### src/rtl/lfd_pkg.sv
// Shared types and constants for the Lagrange fractional-delay filter.
package lfd_pkg;

    localparam int SAMPLE_W   = 16;
    localparam int COEF_W     = 20;
    localparam int OFFSET_W   = 16;
    localparam int IDX_W      = 4;
    localparam int FRAC_Q14   = 14;
    localparam int ONE_Q14    = 16384;
    localparam int ACC_MAG_W  = 45;
    localparam int ACC_W      = 46;
    localparam int COEF_SHIFT = 12;
    localparam int COEF_MAX   = 524287;
    localparam int OUT_SHIFT  = 16;
    localparam int OUT_MAX    = 32767;

    localparam logic [63:0] ACC_ONE   = 64'd1 << 28;
    localparam logic [63:0] ACC_LIMIT = 64'd1 << 44;

    typedef enum logic [2:0] {
        CE_IDLE,
        CE_LOAD,
        CE_MUL,
        CE_RND,
        CE_DIV,
        CE_FIX,
        CE_STORE
    } t_ce_state;

    typedef enum logic [1:0] {
        MC_IDLE,
        MC_MAC,
        MC_ACC,
        MC_OUT
    } t_mac_state;

    typedef struct packed {
        logic                     en;
        logic [IDX_W-1:0]         addr;
        logic signed [COEF_W-1:0] data;
    } t_coef_wr;

endpackage

### src/rtl/lfd_coef_engine.sv
// Serial shift-add multiplier and restoring divider that rebuild the coefficient set.
module lfd_coef_engine #(
    parameter int N_POINTS = 5
) (
    input  logic                                    i_clk,
    input  logic                                    i_rst_n,
    input  logic                                    i_start,
    input  logic signed [lfd_pkg::OFFSET_W-1:0]     i_offset,
    output logic                                    o_busy,
    output lfd_pkg::t_coef_wr                       o_coef_wr
);

    localparam int H    = N_POINTS / 2;
    localparam int K_W  = $clog2(N_POINTS);
    localparam int T_W  = $clog2((H + 1) * lfd_pkg::ONE_Q14 + 1);
    localparam int TS_W = T_W + 2;
    localparam int M_W  = lfd_pkg::ACC_MAG_W;
    localparam int A_W  = lfd_pkg::ACC_W;
    localparam int P_W  = M_W + T_W;
    localparam int Q_W  = P_W - lfd_pkg::FRAC_Q14;
    localparam int C_W  = $clog2(Q_W);
    localparam int CQ_W = M_W + 1 - lfd_pkg::COEF_SHIFT;

    lfd_pkg::t_ce_state r_state, n_state;

    logic [K_W-1:0]        r_i, n_i;
    logic [K_W-1:0]        r_j, n_j;
    logic [K_W-1:0]        r_k, n_k;
    logic [K_W-1:0]        r_rem, n_rem;
    logic [C_W-1:0]        r_cnt, n_cnt;
    logic signed [A_W-1:0] r_acc, n_acc;
    logic [P_W-1:0]        r_work, n_work;
    logic [M_W-1:0]        r_mcand, n_mcand;
    logic [T_W-1:0]        r_mplier, n_mplier;
    logic                  r_neg, n_neg;

    logic                  last_i, last_j, i_lt_j;
    logic signed [K_W:0]   hj;
    logic signed [TS_W-1:0] t_full;
    logic [TS_W-1:0]       t_abs;
    logic [A_W-1:0]        acc_abs;
    logic [M_W-1:0]        acc_mag;
    logic [P_W-1:0]        rnd_sum;
    logic [K_W:0]          rem_sh;
    logic [K_W:0]          rem_sub;
    logic                  div_ge;
    logic [Q_W-1:0]        q_val;
    logic [Q_W-1:0]        q_cl;
    logic [M_W:0]          c_rnd;
    logic [CQ_W-1:0]       c_q;
    logic signed [lfd_pkg::COEF_W-1:0] coef_sat;

    assign last_i = (r_i == K_W'(N_POINTS - 1));
    assign last_j = (r_j == K_W'(N_POINTS - 1));
    assign i_lt_j = (r_i < r_j);

    // Numerator of one factor: (H - j) in Q14 minus the offset.
    assign hj      = $signed({1'b0, K_W'(H)}) - $signed({1'b0, r_j});
    assign t_full  = (TS_W'(hj) <<< lfd_pkg::FRAC_Q14) - TS_W'(i_offset);
    assign t_abs   = t_full[TS_W-1] ? (-t_full) : t_full;
    assign acc_abs = r_acc[A_W-1] ? (-r_acc) : r_acc;
    assign acc_mag = acc_abs[M_W-1:0];

    // Half of the divisor k * 2^14 is added before the shift, the rest is division by k.
    assign rnd_sum = r_work + (P_W'(r_k) << (lfd_pkg::FRAC_Q14 - 1));
    assign rem_sh  = {r_rem, r_work[Q_W-1]};
    assign div_ge  = (rem_sh >= {1'b0, r_k});
    assign rem_sub = rem_sh - {1'b0, r_k};

    assign q_val = r_work[Q_W-1:0];
    assign q_cl  = (q_val > Q_W'(lfd_pkg::ACC_LIMIT)) ? Q_W'(lfd_pkg::ACC_LIMIT) : q_val;

    assign c_rnd = {1'b0, acc_mag} + (M_W + 1)'(1 << (lfd_pkg::COEF_SHIFT - 1));
    assign c_q   = c_rnd[M_W:lfd_pkg::COEF_SHIFT];

    always_comb begin
        if (!r_acc[A_W-1]) begin
            if (c_q > CQ_W'(lfd_pkg::COEF_MAX)) begin
                coef_sat = lfd_pkg::COEF_W'(lfd_pkg::COEF_MAX);
            end else begin
                coef_sat = c_q[lfd_pkg::COEF_W-1:0];
            end
        end else begin
            if (c_q > CQ_W'(lfd_pkg::COEF_MAX + 1)) begin
                coef_sat = {1'b1, {(lfd_pkg::COEF_W - 1){1'b0}}};
            end else begin
                coef_sat = -c_q[lfd_pkg::COEF_W-1:0];
            end
        end
    end

    always_comb begin
        n_state = r_state;
        unique case (r_state)
            lfd_pkg::CE_IDLE: begin
                if (i_start) n_state = lfd_pkg::CE_LOAD;
            end
            lfd_pkg::CE_LOAD: begin
                if (r_j == r_i) begin
                    if (last_j) n_state = lfd_pkg::CE_STORE;
                end else begin
                    n_state = lfd_pkg::CE_MUL;
                end
            end
            lfd_pkg::CE_MUL: begin
                if (r_cnt == C_W'(T_W - 1)) n_state = lfd_pkg::CE_RND;
            end
            lfd_pkg::CE_RND: n_state = lfd_pkg::CE_DIV;
            lfd_pkg::CE_DIV: begin
                if (r_cnt == C_W'(Q_W - 1)) n_state = lfd_pkg::CE_FIX;
            end
            lfd_pkg::CE_FIX: begin
                n_state = last_j ? lfd_pkg::CE_STORE : lfd_pkg::CE_LOAD;
            end
            lfd_pkg::CE_STORE: begin
                n_state = last_i ? lfd_pkg::CE_IDLE : lfd_pkg::CE_LOAD;
            end
            default: n_state = lfd_pkg::CE_IDLE;
        endcase
    end

    always_comb begin
        n_i      = r_i;
        n_j      = r_j;
        n_k      = r_k;
        n_rem    = r_rem;
        n_cnt    = r_cnt;
        n_acc    = r_acc;
        n_work   = r_work;
        n_mcand  = r_mcand;
        n_mplier = r_mplier;
        n_neg    = r_neg;
        unique case (r_state)
            lfd_pkg::CE_IDLE: begin
                if (i_start) begin
                    n_i   = '0;
                    n_j   = '0;
                    n_acc = A_W'(lfd_pkg::ACC_ONE);
                end
            end
            lfd_pkg::CE_LOAD: begin
                if (r_j == r_i) begin
                    if (!last_j) n_j = r_j + 1'b1;
                end else begin
                    n_mcand  = acc_mag;
                    n_mplier = t_abs[T_W-1:0];
                    n_k      = i_lt_j ? (r_j - r_i) : (r_i - r_j);
                    n_neg    = r_acc[A_W-1] ^ t_full[TS_W-1] ^ i_lt_j;
                    n_work   = '0;
                    n_cnt    = '0;
                end
            end
            lfd_pkg::CE_MUL: begin
                n_work   = (r_work << 1) + (r_mplier[T_W-1] ? P_W'(r_mcand) : '0);
                n_mplier = r_mplier << 1;
                n_cnt    = r_cnt + 1'b1;
            end
            lfd_pkg::CE_RND: begin
                n_work = rnd_sum >> lfd_pkg::FRAC_Q14;
                n_rem  = '0;
                n_cnt  = '0;
            end
            lfd_pkg::CE_DIV: begin
                n_rem  = div_ge ? rem_sub[K_W-1:0] : rem_sh[K_W-1:0];
                n_work = {r_work[P_W-1:Q_W], r_work[Q_W-2:0], div_ge};
                n_cnt  = r_cnt + 1'b1;
            end
            lfd_pkg::CE_FIX: begin
                n_acc = r_neg ? (-$signed(A_W'(q_cl))) : $signed(A_W'(q_cl));
                if (!last_j) n_j = r_j + 1'b1;
            end
            lfd_pkg::CE_STORE: begin
                if (!last_i) begin
                    n_i   = r_i + 1'b1;
                    n_j   = '0;
                    n_acc = A_W'(lfd_pkg::ACC_ONE);
                end
            end
            default: begin
                n_cnt = '0;
            end
        endcase
    end

    always_comb begin
        o_busy         = (r_state != lfd_pkg::CE_IDLE);
        o_coef_wr.en   = (r_state == lfd_pkg::CE_STORE);
        o_coef_wr.addr = lfd_pkg::IDX_W'(r_i);
        o_coef_wr.data = coef_sat;
    end

    always_ff @(posedge i_clk) begin
        if (!i_rst_n) begin
            r_state <= lfd_pkg::CE_IDLE;
            r_i     <= '0;
            r_j     <= '0;
            r_cnt   <= '0;
        end else begin
            r_state <= n_state;
            r_i     <= n_i;
            r_j     <= n_j;
            r_cnt   <= n_cnt;
        end
    end

    always_ff @(posedge i_clk) begin
        r_k      <= n_k;
        r_rem    <= n_rem;
        r_acc    <= n_acc;
        r_work   <= n_work;
        r_mcand  <= n_mcand;
        r_mplier <= n_mplier;
        r_neg    <= n_neg;
    end

endmodule

### src/rtl/lfd_mac.sv
// Delay line, coefficient store and the shared multiply-accumulate with output register.
module lfd_mac #(
    parameter int N_POINTS = 5
) (
    input  logic                                 i_clk,
    input  logic                                 i_rst_n,
    input  logic                                 i_hold,
    input  lfd_pkg::t_coef_wr                    i_coef_wr,
    output logic                                 o_idle,
    input  logic                                 i_s_valid,
    output logic                                 o_s_ready,
    input  logic [lfd_pkg::SAMPLE_W-1:0]         i_s_data,
    output logic                                 o_m_valid,
    input  logic                                 i_m_ready,
    output logic [lfd_pkg::SAMPLE_W-1:0]         o_m_data,
    output logic                                 o_m_user
);

    localparam int H    = N_POINTS / 2;
    localparam int K_W  = $clog2(N_POINTS);
    localparam int W_W  = $clog2(H + 1);
    localparam int PR_W = lfd_pkg::SAMPLE_W + lfd_pkg::COEF_W;
    localparam int S_W  = PR_W + $clog2(N_POINTS) + 1;
    localparam int OQ_W = S_W + 1 - lfd_pkg::OUT_SHIFT;

    lfd_pkg::t_mac_state r_state, n_state;

    logic signed [lfd_pkg::SAMPLE_W-1:0] r_taps [N_POINTS];
    logic signed [lfd_pkg::COEF_W-1:0]   r_coef [N_POINTS];
    logic [K_W-1:0]                      r_k, n_k;
    logic signed [PR_W-1:0]              r_prod, n_prod;
    logic signed [S_W-1:0]               r_sum, n_sum;
    logic [W_W-1:0]                      r_warm;
    logic                                r_ovalid;
    logic [lfd_pkg::SAMPLE_W-1:0]        r_odata;
    logic                                r_ouser;

    logic                                s_fire;
    logic                                slot_free;
    logic                                out_load;
    logic                                last_k;
    logic [S_W-1:0]                      sum_abs;
    logic [S_W:0]                        y_rnd;
    logic [OQ_W-1:0]                     y_q;
    logic [lfd_pkg::SAMPLE_W-1:0]        y_sat;

    assign s_fire    = i_s_valid && o_s_ready;
    assign slot_free = !r_ovalid || i_m_ready;
    assign last_k    = (r_k == K_W'(N_POINTS - 1));

    // Round half away from zero to Q15, then saturate.
    assign sum_abs = r_sum[S_W-1] ? (-r_sum) : r_sum;
    assign y_rnd   = {1'b0, sum_abs} + (S_W + 1)'(1 << (lfd_pkg::OUT_SHIFT - 1));
    assign y_q     = y_rnd[S_W:lfd_pkg::OUT_SHIFT];

    always_comb begin
        if (!r_sum[S_W-1]) begin
            if (y_q > OQ_W'(lfd_pkg::OUT_MAX)) begin
                y_sat = lfd_pkg::SAMPLE_W'(lfd_pkg::OUT_MAX);
            end else begin
                y_sat = y_q[lfd_pkg::SAMPLE_W-1:0];
            end
        end else begin
            if (y_q > OQ_W'(lfd_pkg::OUT_MAX + 1)) begin
                y_sat = {1'b1, {(lfd_pkg::SAMPLE_W - 1){1'b0}}};
            end else begin
                y_sat = -y_q[lfd_pkg::SAMPLE_W-1:0];
            end
        end
    end

    always_comb begin
        n_state = r_state;
        unique case (r_state)
            lfd_pkg::MC_IDLE: begin
                if (s_fire) n_state = lfd_pkg::MC_MAC;
            end
            lfd_pkg::MC_MAC: begin
                if (last_k) n_state = lfd_pkg::MC_ACC;
            end
            lfd_pkg::MC_ACC: n_state = lfd_pkg::MC_OUT;
            lfd_pkg::MC_OUT: begin
                if (slot_free) n_state = lfd_pkg::MC_IDLE;
            end
            default: n_state = lfd_pkg::MC_IDLE;
        endcase
    end

    always_comb begin
        n_k      = r_k;
        n_prod   = r_prod;
        n_sum    = r_sum;
        out_load = 1'b0;
        unique case (r_state)
            lfd_pkg::MC_IDLE: begin
                if (s_fire) begin
                    n_k    = '0;
                    n_prod = '0;
                    n_sum  = '0;
                end
            end
            lfd_pkg::MC_MAC: begin
                // The product of the previous tap is added while the next one is formed.
                n_prod = r_taps[r_k] * r_coef[r_k];
                n_sum  = r_sum + S_W'(r_prod);
                n_k    = r_k + 1'b1;
            end
            lfd_pkg::MC_ACC: begin
                n_sum = r_sum + S_W'(r_prod);
            end
            lfd_pkg::MC_OUT: begin
                out_load = slot_free;
            end
            default: begin
                n_k = '0;
            end
        endcase
    end

    always_comb begin
        o_idle    = (r_state == lfd_pkg::MC_IDLE);
        o_s_ready = (r_state == lfd_pkg::MC_IDLE) && !i_hold;
        o_m_valid = r_ovalid;
        o_m_data  = r_odata;
        o_m_user  = r_ouser;
    end

    always_ff @(posedge i_clk) begin
        if (!i_rst_n) begin
            r_state  <= lfd_pkg::MC_IDLE;
            r_k      <= '0;
            r_warm   <= W_W'(H);
            r_ovalid <= 1'b0;
            for (int n = 0; n < N_POINTS; n++) begin
                r_taps[n] <= '0;
                r_coef[n] <= '0;
            end
        end else begin
            r_state <= n_state;
            r_k     <= n_k;
            if (s_fire) begin
                for (int n = 0; n < N_POINTS - 1; n++) begin
                    r_taps[n] <= r_taps[n + 1];
                end
                r_taps[N_POINTS - 1] <= i_s_data;
            end
            if (i_coef_wr.en) begin
                r_coef[i_coef_wr.addr[K_W-1:0]] <= i_coef_wr.data;
            end
            if (out_load) begin
                r_ovalid <= 1'b1;
                if (r_warm != '0) r_warm <= r_warm - 1'b1;
            end else if (i_m_ready) begin
                r_ovalid <= 1'b0;
            end
        end
    end

    always_ff @(posedge i_clk) begin
        r_prod <= n_prod;
        r_sum  <= n_sum;
        if (out_load) begin
            r_odata <= y_sat;
            r_ouser <= (r_warm == '0);
        end
    end

endmodule

### src/rtl/lagrange_fractional_delay_core.sv
// Top level of the Lagrange fractional-delay filter: offset register, coefficient engine, MAC.
// Each accepted sample steps through the MAC state once per tap, then the accumulate state and
// the output state, which waits for a free output register; only then is a new sample word
// taken, as the taps share one multiplier. An offset write rebuilds the coefficients serially,
// and no sample or offset word is taken meanwhile. Synchronous active-low reset clears the taps,
// coefficients, offset and warm-up count; the first N_POINTS/2 results carry tuser low.
module lagrange_fractional_delay_core #(
    parameter int N_POINTS = 5
) (
    input  logic        i_clk,
    input  logic        i_rst_n,
    input  logic        i_cfg_valid,
    output logic        o_cfg_ready,
    input  logic [15:0] i_cfg_data,     // [15:0] fractional_offset
    input  logic        s_axis_tvalid,
    output logic        s_axis_tready,
    input  logic [15:0] s_axis_tdata,   // [15:0] sample_in
    output logic        m_axis_tvalid,
    input  logic        m_axis_tready,
    output logic [15:0] m_axis_tdata,   // [15:0] interp_out
    output logic [0:0]  m_axis_tuser    // [0] out_valid
);

    logic signed [lfd_pkg::OFFSET_W-1:0] r_offset;
    logic signed [lfd_pkg::OFFSET_W-1:0] cfg_clamped;
    logic                                cfg_fire;
    logic                                eng_busy;
    logic                                mac_idle;
    logic                                mac_user;
    lfd_pkg::t_coef_wr                   coef_wr;

    assign cfg_fire    = i_cfg_valid && o_cfg_ready;
    assign o_cfg_ready = !eng_busy && mac_idle;

    // Offsets beyond one sample either way are pulled back to the range limit.
    always_comb begin
        if ($signed(i_cfg_data) > $signed(lfd_pkg::OFFSET_W'(lfd_pkg::ONE_Q14))) begin
            cfg_clamped = lfd_pkg::OFFSET_W'(lfd_pkg::ONE_Q14);
        end else if ($signed(i_cfg_data) < -$signed(lfd_pkg::OFFSET_W'(lfd_pkg::ONE_Q14))) begin
            cfg_clamped = -$signed(lfd_pkg::OFFSET_W'(lfd_pkg::ONE_Q14));
        end else begin
            cfg_clamped = $signed(i_cfg_data);
        end
    end

    always_ff @(posedge i_clk) begin
        if (!i_rst_n) begin
            r_offset <= '0;
        end else if (cfg_fire) begin
            r_offset <= cfg_clamped;
        end
    end

    lfd_coef_engine #(
        .N_POINTS (N_POINTS)
    ) u_coef_engine (
        .i_clk     (i_clk),
        .i_rst_n   (i_rst_n),
        .i_start   (cfg_fire),
        .i_offset  (r_offset),
        .o_busy    (eng_busy),
        .o_coef_wr (coef_wr)
    );

    // A pending offset word wins over a sample word in the same cycle.
    lfd_mac #(
        .N_POINTS (N_POINTS)
    ) u_mac (
        .i_clk     (i_clk),
        .i_rst_n   (i_rst_n),
        .i_hold    (eng_busy || i_cfg_valid),
        .i_coef_wr (coef_wr),
        .o_idle    (mac_idle),
        .i_s_valid (s_axis_tvalid),
        .o_s_ready (s_axis_tready),
        .i_s_data  (s_axis_tdata),
        .o_m_valid (m_axis_tvalid),
        .i_m_ready (m_axis_tready),
        .o_m_data  (m_axis_tdata),
        .o_m_user  (mac_user)
    );

    assign m_axis_tuser = mac_user;

endmodule

### config.mk
export PLATFORM = sky130hd
export DESIGN_NAME = lagrange_fractional_delay_core
export DESIGN_NICKNAME = d
export VERILOG_FILES = /design/src/rtl/lfd_pkg.sv /design/src/rtl/lfd_coef_engine.sv /design/src/rtl/lfd_mac.sv /design/src/rtl/lagrange_fractional_delay_core.sv
export SDC_FILE = /design/constraint.sdc
export NUM_CORES = 2
export LEC_CHECK = 0
export BUFFER_PORTS_ARGS = -buffer_cell sky130_fd_sc_hd__buf_2
export CORE_MARGIN = 4
export CORE_UTILIZATION = 55
export DETAILED_ROUTE_END_ITERATION = 12
export HOLD_SLACK_MARGIN = 0.15
export PLACE_DENSITY = 0.74
export SLEW_MARGIN = 40
export SYNTH_ARGS = -nofsm -noshare
export SYNTH_HDL_FRONTEND = slang
export SYNTH_HIERARCHICAL = 1
export SYNTH_SLANG_ARGS = --single-unit
### constraint.sdc
create_clock -name i_clk -period 8.85 [get_ports i_clk]
set_input_delay 0.885 -clock i_clk [delete_from_list [all_inputs] [get_ports i_clk]]
set_output_delay 0.885 -clock i_clk [all_outputs]
set_load 0.01 [all_outputs]
==> results.cfg <==
[place]
gp_congestion = 0.944
dp_hpwl_um = 88800
place_area_mm2 = 0.0490
io_buffers = 56

[yosys]
syn_inst = 4785
syn_nets = 5355
syn_avg_cell_area_um2 = 9.87
synth_area_mm2 = 0.0472
ys_warn_count = 6

[critical_path]
worst_ep_arrival_time_ns = 8.77
start_kind = register
path_class = reg2reg
slowest_delay_ns = 0.58
cpMaxStageDelayCell = a2111oi_1
endpoint_kind = register
cp_num_buf_inv = 6
cp_top_family = adder cells
worstRegToRegCells = 27
critPathRequiredTime_ns = 9.22
r2r_slack_ns = 0.44
crit_fanout = 20
r2r_end = u_mac/r_prod[35]
cpMostUsedCell = fa_1

[sta]
fin_crit_sh_pct = 95.0
tns_ns = 0
rsz0062_at_grt = false
min_period_ns = 8.41
timing.fmax_mhz = 119
slew_violations = 0
worstMarginPinSlew_ns = 0.855
final-setup-viol-count = 0
slew-limit-headroom_pct = 42.6
final.setup_skew_ns = 0.0367
hold_violations = 0

[global_routing]
grt-ovfl-total = 0
antenna_found_initial = 1
grt_pass1_vias = 35800
grt_pass1_wl_um = 196000
grt_usage_pct = 27.1
grt_max_degree = 81

[final_layout]
antenna_cells = 0
drive_gt1_share_pct = 9.50
postLayoutCellArea_mm2 = 0.0512
fillers = 7054
nNetsFinal = 5356
area_growth_syn_to_layout_pct = 8.35

[clocking]
cts.htree.levels = 3
hold_buffers = 0
path_clk_slew_ns = 0.06
cts_made_buffers = 67
cts_sinks = 550
clk_path_buf_depth = 3
cts_tree = done
clk_latency_ns = 0.63
root_buffer = clkbuf_16

[min_path]
hold_path.startpoint = i_cfg_data[1]
min_to = r_offset[1]
min_path_cells = 2
hold_path.class = in2reg

[outcome]
outcome = complete, no violations

[floorplanning]
start_util_pct = 55.5
dieWidth_um = 301
die_area_mm2 = 0.0906
fp-row-count = 107
core_area_mm2 = 0.0851
io_pins = 57
die_h_um = 301

[drt]
wire_per_inst_um = 20.2
wirelength_um = 121000
route.detailed.drc = 0
first_iter_violations = 3109
drt-vias-per-instance = 6.02
final_antenna_net_count = 0
num_vias = 36000
drt_pre_antenna_iters = 6

[flow_run]
max_cap_violations = 0
-- worst max-delay path by stage --
stage / slack [ns] / start / cells past startpoint / to
2_1_floorplan: 0.55 / register / 28 / u_mac/r_prod[34]
3_3_place_gp: 0.44 / register / 27 / u_mac/r_prod[35]
3_5_place_dp: 0.28 / register / 27 / u_mac/r_prod[35]
4_1_cts: 0.21 / register / 27 / u_mac/r_prod[35]
5_1_grt: 0.008 / register / 27 / u_mac/r_prod[35]
6_report: 0.44 / register / 27 / u_mac/r_prod[35]
-- registers in the layout, indices dropped and copies added (netlist names), 36 cells and up, named ones only --
signal / cells
u_mac/r_coef: 160
u_coef_engine/r_mcand: 45
u_mac/r_sum: 40
u_mac/r_prod: 36
u_coef_engine/r_work: 61
u_mac/r_taps: 80
u_coef_engine/r_acc: 46
-- final cells by class --
type                       instances  area, um2  share of cell area (%)
clock inverter                    32        322                   0.628
timing repair buffer             148       1020                    2.00
sequential                       550      16100                    31.5
multi-input combinational       3535      28700                    56.0
clock buffer                      85       1800                    3.51
tap                             1144       1430                    2.80
inverter                         484       1820                    3.55
-- placed cells by master, fill, tap and decap left out, types with 23 or more instances in the layout --
cell type and count:
or2_2 27, a31oi_1 25, nor3_1 81, inv_1 482
nand2_1 422, o21ai_0 176, o41ai_1 25, mux4_2 56
nand3_1 91, buf_4 87, a21oi_1 178, and2_1 263
xor2_1 118, nor2_1 455, buf_2 56, ha_1 208
nor2b_1 40, mux2i_1 60, clkbuf_16 69, xnor2_1 180
or3_1 42, dfxtp_1 39, edfxtp_1 508, fa_1 324
and3_1 44, o21a_1 23, nand2b_1 65, a22oi_1 28
nor4_1 25, nand4_1 54, o211ai_1 27, o31ai_1 27
a211oi_1 35, a21o_1 64, mux2_2 28
-- stage by stage --
stage	cells	util [%]	hold slack (ns)	setup slack [ns]
floorplan	4785	-	0.440	0.551
global route	5978	60.1	0.457	0.00771
global placement	5857	57.4	0.467	0.436
CTS	5977	60.0	0.442	0.211
finish	5978	60.1	0.475	0.445
detailed placement	5860	57.5	0.481	0.277
-- metal layers --
metal | routed length, um | up-vias | GRT usage [%] | part of all wire (%)
li1 | - | 16700 | - | -
met1 | 51800 | 17700 | 38.3 | 43
met2 | 55400 | 1405 | 43.0 | 46
met3 | 9460 | 226 | 4.70 | 7.8
met4 | 3810 | 2 | 8.09 | 3.2
met5 | 13 | - | 0 | 0.011
-- what timing repair did --
item,4_1_cts,5_1_grt
endpoints found under the setup margin,0,6
setup buffers,0,1
gates resized for setup,0,2
Power is left out: the tool's default activity adds up to more than one toggle a clock period on the data nets, which glitch-free logic cannot reach.
